**src/rtl/msfc_pkg.sv**
```systemverilog
package msfc_pkg;

    localparam int LONG_BYTES   = 14;
    localparam int SHORT_BYTES  = 7;
    localparam int DECODE_BYTES = 11;
    localparam int COUNT_W      = 4;
    localparam int DATA_W       = 144;

    localparam logic [23:0] CRC_GEN   = 24'hFFF409;
    localparam logic [3:0]  COUNT_MAX = 4'd15;
    localparam logic [3:0]  SNAP_COUNT = 4'd4;

    localparam logic [1:0] ST_OK  = 2'd0;
    localparam logic [1:0] ST_CRC = 2'd1;
    localparam logic [1:0] ST_LEN = 2'd2;

    localparam logic [4:0] DF_ALL_CALL = 5'd11;
    localparam logic [4:0] DF_EXT      = 5'd17;
    localparam logic [4:0] DF_NON_TRANSP = 5'd18;

    localparam logic [4:0] TC_IDENT_LO = 5'd1;
    localparam logic [4:0] TC_IDENT_HI = 5'd4;
    localparam logic [4:0] TC_POS_LO   = 5'd9;
    localparam logic [4:0] TC_POS_HI   = 5'd18;
    localparam logic [4:0] TC_POS2_LO  = 5'd20;
    localparam logic [4:0] TC_POS2_HI  = 5'd22;

    localparam logic [16:0] ALT_STEP   = 17'd25;
    localparam logic [16:0] ALT_OFFSET = 17'd1000;

    typedef struct packed {
        logic [1:0]         status;
        logic [4:0]         downlink_format;
        logic [4:0]         msg_type;
        logic [23:0]        aircraft_address;
        logic [2:0]         sub_field;
        logic [47:0]        callsign_codes;
        logic signed [16:0] baro_alt;
        logic               altitude_valid;
        logic               cpr_odd;
        logic [16:0]        cpr_latitude;
        logic [16:0]        cpr_longitude;
    } result_t;

    // eight shift steps of the crc-24 divider, bits enter msb first
    function automatic logic [23:0] crc_byte(input logic [23:0] rem, input logic [7:0] b);
        logic [23:0] r;
        logic        top;
        r = rem;
        for (int i = 7; i >= 0; i--)
        begin
            top = r[23];
            r = {r[22:0], b[i]};
            if (top)
            begin
                r = r ^ CRC_GEN;
            end
        end
        return r;
    endfunction

endpackage

```
**src/rtl/msfc_decode.sv**
```systemverilog
module msfc_decode import msfc_pkg::*; #(
    parameter int LONG_FRAME_BYTES = LONG_BYTES
) (
    input  logic [DECODE_BYTES-1:0][7:0] frame,
    input  logic [COUNT_W-1:0]           len,
    input  logic                         crc_zero,
    input  logic [23:0]                  crc_snap,
    output result_t                      res
);

    logic        is_short;
    logic        is_long;
    logic [4:0]  df;
    logic [4:0]  tc;
    logic        ext_df;
    logic        addr_df;
    logic [11:0] alt_code;
    logic [10:0] alt_n;
    logic [16:0] alt_scaled;
    logic        pos_tc;
    logic        ident_tc;

    always_comb
    begin
        is_short   = (len == COUNT_W'(SHORT_BYTES));
        is_long    = (len == COUNT_W'(LONG_FRAME_BYTES));
        df         = frame[0][7:3];
        tc         = frame[4][7:3];
        ext_df     = (df == DF_EXT) || (df == DF_NON_TRANSP);
        addr_df    = ext_df || (df == DF_ALL_CALL);
        ident_tc   = (tc >= TC_IDENT_LO) && (tc <= TC_IDENT_HI);
        pos_tc     = ((tc >= TC_POS_LO) && (tc <= TC_POS_HI)) ||
                     ((tc >= TC_POS2_LO) && (tc <= TC_POS2_HI));
        alt_code   = {frame[5], frame[6][7:4]};
        // drop the q bit to get the 11-bit count of 25 ft steps
        alt_n      = {alt_code[11:5], alt_code[3:0]};
        alt_scaled = 17'(alt_n) * ALT_STEP - ALT_OFFSET;

        res = '0;
        res.downlink_format = df;
        if (!is_short && !is_long)
        begin
            res.status = ST_LEN;
        end
        else
        begin
            res.status = crc_zero ? ST_OK : ST_CRC;
            if (addr_df)
            begin
                res.aircraft_address = {frame[1], frame[2], frame[3]};
            end
            else if (is_short)
            begin
                // parity field carries address xor crc of the first four bytes
                res.aircraft_address = crc_snap ^ {frame[4], frame[5], frame[6]};
            end
            if (is_long && ext_df)
            begin
                res.msg_type  = tc;
                res.sub_field = frame[4][2:0];
                if (ident_tc)
                begin
                    res.callsign_codes = {frame[5], frame[6], frame[7],
                                          frame[8], frame[9], frame[10]};
                end
                if (pos_tc)
                begin
                    if (alt_code[4])
                    begin
                        res.baro_alt       = alt_scaled;
                        res.altitude_valid = 1'b1;
                    end
                    res.cpr_odd       = frame[6][2];
                    res.cpr_latitude  = {frame[6][1:0], frame[7], frame[8][7:1]};
                    res.cpr_longitude = {frame[8][0], frame[9], frame[10]};
                end
            end
        end
    end

endmodule

```
**src/rtl/mode_s_frame_check_and_fields.sv**
```systemverilog
// Mode S reply checker and field extractor.
// Slave side: one reply byte per transaction on s_tdata, in air order,
// with s_tlast set on the final byte of the reply.
// Master side: one transaction per reply, issued for the byte marked last.
// m_tuser holds the status (ok, crc mismatch, bad length); m_tdata holds
// the decoded fields packed from bit 0 up.
// Each accepted byte is held in an input register; when it advances from
// there it runs the eight-bit crc-24 update, the byte store write and, for
// a last byte, the whole field decode into the result register.
// A last byte passes the input register and then the result register to m_tvalid.
// Throughput: one byte per cycle while s_tready is high, set by the crc update.
// A stalled result holds in the result register; bytes keep flowing until
// a second last byte arrives while the result is still waiting, and then
// s_tready drops until m_tready takes the result.
// Reset clears the crc remainder, snapshot, byte count and both valid
// flags; the byte store is not cleared, since decoding only reads bytes of
// the current reply.
module mode_s_frame_check_and_fields import msfc_pkg::*; #(
    parameter int LONG_FRAME_BYTES = LONG_BYTES
) (
    input  logic              clk,
    input  logic              rst_n,
    input  logic              s_tvalid,
    output logic              s_tready,
    input  logic [7:0]        s_tdata,   // data_byte
    input  logic              s_tlast,   // last_byte
    output logic              m_tvalid,
    input  logic              m_tready,
    // downlink_format, msg_type, aircraft_address, sub_field, callsign_codes,
    // baro_alt, altitude_valid, cpr_odd, cpr_latitude, cpr_longitude, zero pad
    output logic [DATA_W-1:0] m_tdata,
    output logic [1:0]        m_tuser    // status
);

    localparam int IDX_W = $clog2(LONG_FRAME_BYTES);

    logic                          in_valid_reg;
    logic [7:0]                    in_byte_reg;
    logic                          in_last_reg;
    logic [23:0]                   crc_reg;
    logic [23:0]                   crc_next;
    logic [23:0]                   snap_reg;
    logic [COUNT_W-1:0]            count_reg;
    logic [COUNT_W-1:0]            count_next;
    logic [7:0]                    store_reg [LONG_FRAME_BYTES];
    logic [DECODE_BYTES-1:0][7:0]  view;
    logic                          advance;
    logic                          out_valid_reg;
    logic [DATA_W-1:0]             out_data_reg;
    logic [1:0]                    out_status_reg;
    result_t                       res;
    logic [DATA_W-1:0]             res_packed;

    assign advance  = in_valid_reg && (!in_last_reg || !out_valid_reg || m_tready);
    assign s_tready = !in_valid_reg || advance;

    always_comb
    begin
        crc_next   = crc_byte(crc_reg, in_byte_reg);
        count_next = (count_reg == COUNT_MAX) ? COUNT_MAX : count_reg + COUNT_W'(1);
        // current byte is not in the store yet
        for (int i = 0; i < DECODE_BYTES; i++)
        begin
            view[i] = (count_reg == COUNT_W'(i)) ? in_byte_reg : store_reg[i];
        end
    end

    msfc_decode #(
        .LONG_FRAME_BYTES(LONG_FRAME_BYTES)
    ) u_decode (
        .frame    (view),
        .len      (count_next),
        .crc_zero (crc_next == 24'd0),
        .crc_snap (snap_reg),
        .res      (res)
    );

    assign res_packed = {6'd0, res.cpr_longitude, res.cpr_latitude, res.cpr_odd,
                         res.altitude_valid, res.baro_alt, res.callsign_codes,
                         res.sub_field, res.aircraft_address, res.msg_type,
                         res.downlink_format};

    always_ff @(posedge clk or negedge rst_n)
    begin
        if (!rst_n)
        begin
            in_valid_reg <= 1'b0;
        end
        else if (s_tready)
        begin
            in_valid_reg <= s_tvalid;
        end
    end

    always_ff @(posedge clk)
    begin
        if (s_tready && s_tvalid)
        begin
            in_byte_reg <= s_tdata;
            in_last_reg <= s_tlast;
        end
    end

    always_ff @(posedge clk or negedge rst_n)
    begin
        if (!rst_n)
        begin
            crc_reg   <= '0;
            snap_reg  <= '0;
            count_reg <= '0;
        end
        else if (advance)
        begin
            if (count_next == SNAP_COUNT)
            begin
                snap_reg <= crc_next;
            end
            if (in_last_reg)
            begin
                crc_reg   <= '0;
                count_reg <= '0;
            end
            else
            begin
                crc_reg   <= crc_next;
                count_reg <= count_next;
            end
        end
    end

    always_ff @(posedge clk)
    begin
        if (advance && (count_reg < COUNT_W'(LONG_FRAME_BYTES)))
        begin
            store_reg[count_reg[IDX_W-1:0]] <= in_byte_reg;
        end
    end

    always_ff @(posedge clk or negedge rst_n)
    begin
        if (!rst_n)
        begin
            out_valid_reg <= 1'b0;
        end
        else if (advance && in_last_reg)
        begin
            out_valid_reg <= 1'b1;
        end
        else if (m_tready)
        begin
            out_valid_reg <= 1'b0;
        end
    end

    always_ff @(posedge clk)
    begin
        if (advance && in_last_reg)
        begin
            out_data_reg   <= res_packed;
            out_status_reg <= res.status;
        end
    end

    assign m_tvalid = out_valid_reg;
    assign m_tdata  = out_data_reg;
    assign m_tuser  = out_status_reg;

    a_frame_close_clears: assert property (@(posedge clk) disable iff (!rst_n)
        (advance && in_last_reg) |=> (count_reg == '0 && crc_reg == '0))
        else $error("crc or byte count not cleared after frame close");

    a_status_legal: assert property (@(posedge clk) disable iff (!rst_n)
        m_tvalid |-> (m_tuser == ST_OK || m_tuser == ST_CRC || m_tuser == ST_LEN))
        else $error("illegal status code");

    a_bad_len_fields_zero: assert property (@(posedge clk) disable iff (!rst_n)
        (m_tvalid && m_tuser == ST_LEN) |-> (m_tdata[DATA_W-1:5] == '0))
        else $error("bad length result carries decoded fields");

    a_alt_needs_pos_tc: assert property (@(posedge clk) disable iff (!rst_n)
        (m_tvalid && m_tdata[102]) |-> (m_tdata[9:5] >= TC_POS_LO && m_tdata[9:5] <= TC_POS2_HI))
        else $error("altitude valid outside position type codes");

    a_stall_only_when_full: assert property (@(posedge clk) disable iff (!rst_n)
        !s_tready |-> (in_valid_reg && in_last_reg && out_valid_reg))
        else $error("input stalled without a waiting result");

endmodule

```
**config.mk**
```make
export PLATFORM = sky130hd
export DESIGN_NAME = mode_s_frame_check_and_fields
export DESIGN_NICKNAME = d
export VERILOG_FILES = /design/src/rtl/msfc_pkg.sv /design/src/rtl/msfc_decode.sv /design/src/rtl/mode_s_frame_check_and_fields.sv
export SDC_FILE = /design/constraint.sdc
export NUM_CORES = 1
export LEC_CHECK = 0
export BUFFER_PORTS_ARGS = -buffer_cell sky130_fd_sc_hd__buf_4
export CAP_MARGIN = 20
export CELL_PAD_IN_SITES_DETAIL_PLACEMENT = 0
export CELL_PAD_IN_SITES_GLOBAL_PLACEMENT = 1
export CORE_UTILIZATION = 25
export CTS_BUF_LIST = sky130_fd_sc_hd__clkbuf_8
export DETAILED_ROUTE_END_ITERATION = 8
export GPL_ROUTABILITY_DRIVEN = 1
export PLACE_DENSITY = 0.56
export SLEW_MARGIN = 20
export SYNTH_ARGS = -nofsm -noshare
export SYNTH_HDL_FRONTEND = slang
export SYNTH_SLANG_ARGS = --single-unit
```
**constraint.sdc**
```tcl
create_clock -name clk -period 12.3 [get_ports clk]
set_input_delay 0 -clock clk [delete_from_list [all_inputs] [get_ports clk]]
set_output_delay 0 -clock clk [all_outputs]
set_load 0.02 [all_outputs]
```
==> results.ini <==
[die]
start_util_pct = 25.4
core_um2 = 51500
rows = 83
die_area_um2 = 53200
die_y_um = 231
die_w_um = 231
num_io_pins = 161

[worst_setup_path]
startpoint_type = flip-flop
r2r_setup_slack_ps = 7150
reg2reg_to = m_tdata[99]$_SDFFCE_PP0P_
crit_type = flip-flop to flip-flop
reg2reg_from = count_reg[0]$_DFFE_PN0P_
crit_path_end_kind = flip-flop
cp.arrival_ps = 5490
cp_data_required_time_ps = 12640
ff2ff_path_depth = 17
cp_max_fo = 9

[power_and_ir_drop]
powerDensity_nw_per_um2 = 173
p_comb_share_pct = 24.6
p_sw_share_pct = 32.4
total_leakage_power_nw = 6.76
power.switching_w = 0.000907
intPower_w = 0.00190
seqPwrFrac_pct = 44.9
pwr-share-clk_pct = 30.4
ir_worst_vdd_v = 0.0000658

[cts]
cts_sinks = 288
cts_tree = built
htreeDepth = 2
cts_buffers = 50
clockRootBuffer = clkbuf_8
cts_resized = 0
path_clk_slew_ps = 60
clockBufferDepth = 3
clock_latency_ps = 670

[sta]
final_max_slew_viol_count = 0
finalSetupTns_ps = 0
finalCritPeriodShare_pct = 41.9
period_needed_ps = 5150
setup_viol = 0
fmax_mhz = 194
finClkSkew_ps = 69.7
finalHoldViolations = 0
tightest_slew_ps = 958
maxSlewHeadroom_pct = 36.2
grt_setup_unrepaired = no

[global_routing]
grt_overflow = 0
grt_pass1_vias = 7992
grt_max_degree = 83
antenna_found_initial = 1
grt_usage_pct = 12.7
grt_pass1_wl_um = 50500

[final_layout]
num-fill-cells = 5215
final_common_cell = edfxtp_1
area.growth.synth_to_final_pct = 23.8
instances_no_fill = 1867
layout_common_cells = 234 x edfxtp_1, 169 x buf_4, 119 x nor2_1
layout-drive-gt1-share_pct = 23.4
largest_register_ffs = 138
utilization_pct = 31.4
layout.nets = 1207

[synth]
ys_seq_area_share_pct = 64.1
synth_flop_cell = edfxtp_1
synth-edff-count = 234
yosysUniqueCellTypes = 58
ys_ff_latch = 288
synth-async-reset-ratio_pct = 18.8
synth_area_um2 = 13100
yosys_warnings = 0
synthCells = 952
postSynthAreaPerCell_um2 = 13.7

[routing]
first_iter_violations = 459
firstDrtPassIters = 5
wl_per_cell_um = 18.0
drc_errors = 0
vias_per_cell = 4.28
ant_nets = 0
wl_um = 33600
vias = 7995

[flow_run]
drv_cap = 0

[placed_design]
dp_cells = 1751
numPortBuffers = 154
gp_congestion = 0.766
place_hpwl_um = 22100

[hold_path]
hold_path_class = primary input to flip-flop
min_to = in_byte_reg[3]$_DFFE_PP_
min_from = s_tdata[3]
holdPathStages = 2

[run_status]
status = completed

## kinds of logic (layout without fill, tap and decap cells)
group | Yosys count | after routing | share of synthesized area (%)
adder cells (fa/ha/maj) | 47 | 47 | 4.90
other | 1 | 7 | 0.0287
XOR/XNOR | 89 | 89 | 5.96
multiplexers | 106 | 106 | 8.32
AND/OR/NAND/NOR | 224 | 224 | 7.86
flip-flops | 288 | 288 | 64.1
AO/OA/AOI/OAI | 101 | 101 | 5.49
buffers and inverters | 96 | 325 | 3.33
## area by class of cell
class | instances | area [µm²] | area share, %
sequential | 288 | 8380 | 51.8
clock buffer | 56 | 771 | 4.76
tap | 680 | 851 | 5.26
antenna | 1 | 2.50 | 0.0155
multi-input combinational | 573 | 4290 | 26.5
clock inverter | 35 | 198 | 1.22
inverter | 41 | 154 | 0.951
timing repair buffer | 193 | 1540 | 9.54
## cells in the mapped netlist, types with 2 or more instances
library cell / count / share of area, %
nor4_1: 2 / 0.096
xor2_1: 52 / 3.5
a21boi_0: 2 / 0.11
dfrtp_1: 54 / 10
clkbuf_1: 33 / 0.95
xnor2_1: 37 / 2.5
mux2i_1: 87 / 6.7
a21o_1: 4 / 0.23
o21ai_0: 22 / 0.84
nand2b_1: 2 / 0.096
a22o_1: 16 / 1.1
a31oi_1: 4 / 0.19
a311oi_1: 2 / 0.13
buf_4: 9 / 0.52
edfxtp_1: 234 / 54
buf_2: 3 / 0.11
nor2b_1: 5 / 0.24
o21a_1: 3 / 0.17
nand3_1: 5 / 0.19
or2_2: 2 / 0.096
nor3_1: 14 / 0.54
nor2_1: 121 / 3.5
o22ai_1: 25 / 1.2
ha_1: 40 / 3.8
nand2_1: 37 / 1.1
fa_1: 7 / 1.1
inv_2: 2 / 0.057
o31ai_1: 5 / 0.29
mux2_2: 17 / 1.5
or4_1: 2 / 0.11
and2_1: 10 / 0.48
nor2_2: 7 / 0.34
nand3b_1: 3 / 0.17
buf_1: 5 / 0.14
inv_1: 39 / 1.1
a21oi_1: 7 / 0.27
buf_6: 5 / 0.43
a211oi_1: 2 / 0.11
and3_1: 7 / 0.34
## worst max-delay path, cell delays in order (launching register included)
cell      delay [ps]
dfrtp_1          490
inv_1            130
ha_1             240
nand2_1          390
mux2i_1          620
inv_1            100
ha_1             300
inv_1             50
fa_1             530
inv_1             40
ha_1             330
ha_1             320
a211oi_1         290
o21ai_0          200
a31oi_1          340
nor3_1            90
a311oi_1         320
nor2_2            50
## worst max path at each step
| stage | end | slack [ps] | start |
|---|---|---|---|
| 6_report | m_tdata[99]$_SDFFCE_PP0P_ | 7150 | count_reg[0]$_DFFE_PN0P_ |
| 5_1_grt | m_tdata[99]$_SDFFCE_PP0P_ | 6750 | count_reg[2]$_DFFE_PN0P_ |
| 4_1_cts | m_tdata[99]$_SDFFCE_PP0P_ | 7120 | count_reg[0]$_DFFE_PN0P_ |
| 3_5_place_dp | m_tdata[99]$_SDFFCE_PP0P_ | 7210 | count_reg[0]$_DFFE_PN0P_ |
| 3_3_place_gp | m_tdata[100]$_SDFFCE_PP0P_ | 7410 | count_reg[2]$_DFFE_PN0P_ |
| 2_1_floorplan | m_tvalid$_DFFE_PN0P_ | 4700 | m_tvalid$_DFFE_PN0P_ |
## power by group through the flow
stage	logic (W)	registers (W)	clock network [W]
2_1_floorplan	0.000489	0.00127	0
3_3_place_gp	0.000689	0.00128	0
3_5_place_dp	0.000686	0.00128	0
4_1_cts	0.000699	0.00126	0.000887
5_1_grt	0.000760	0.00127	0.000919
6_report	0.000690	0.00126	0.000853
## through the flow
stage | hold WS, ps | instance area (µm²) | worst slack (ps) | total power (W)
CTS | 10.3 | 16200 | 7120 | 0.00285
floorplan | -296 | 13100 | 4700 | 0.00176
detailed placement | 113 | 14900 | 7210 | 0.00197
finish | 63.1 | 16200 | 7150 | 0.00280
global placement | 107 | 14900 | 7410 | 0.00197
global route | 30.2 | 16200 | 6750 | 0.00295
## what timing repair did
item,CTS,global route
setup buffers,0,0
setup endpoints to repair,0,0
hold buffers,23,0
endpoints found under the hold margin,74,0
## routing by layer
| metal | wire (µm) | global-route usage [%] | up-vias |
|---|---|---|---|
| met4 | 571 | 3.62 | 0 |
| met1 | 15300 | 16.7 | 3982 |
| li1 | - | - | 3804 |
| met5 | 0 | 0 | - |
| met2 | 16200 | 20.6 | 169 |
| met3 | 1520 | 2.98 | 40 |
Note: power is estimated with default switching activity, not from simulation.
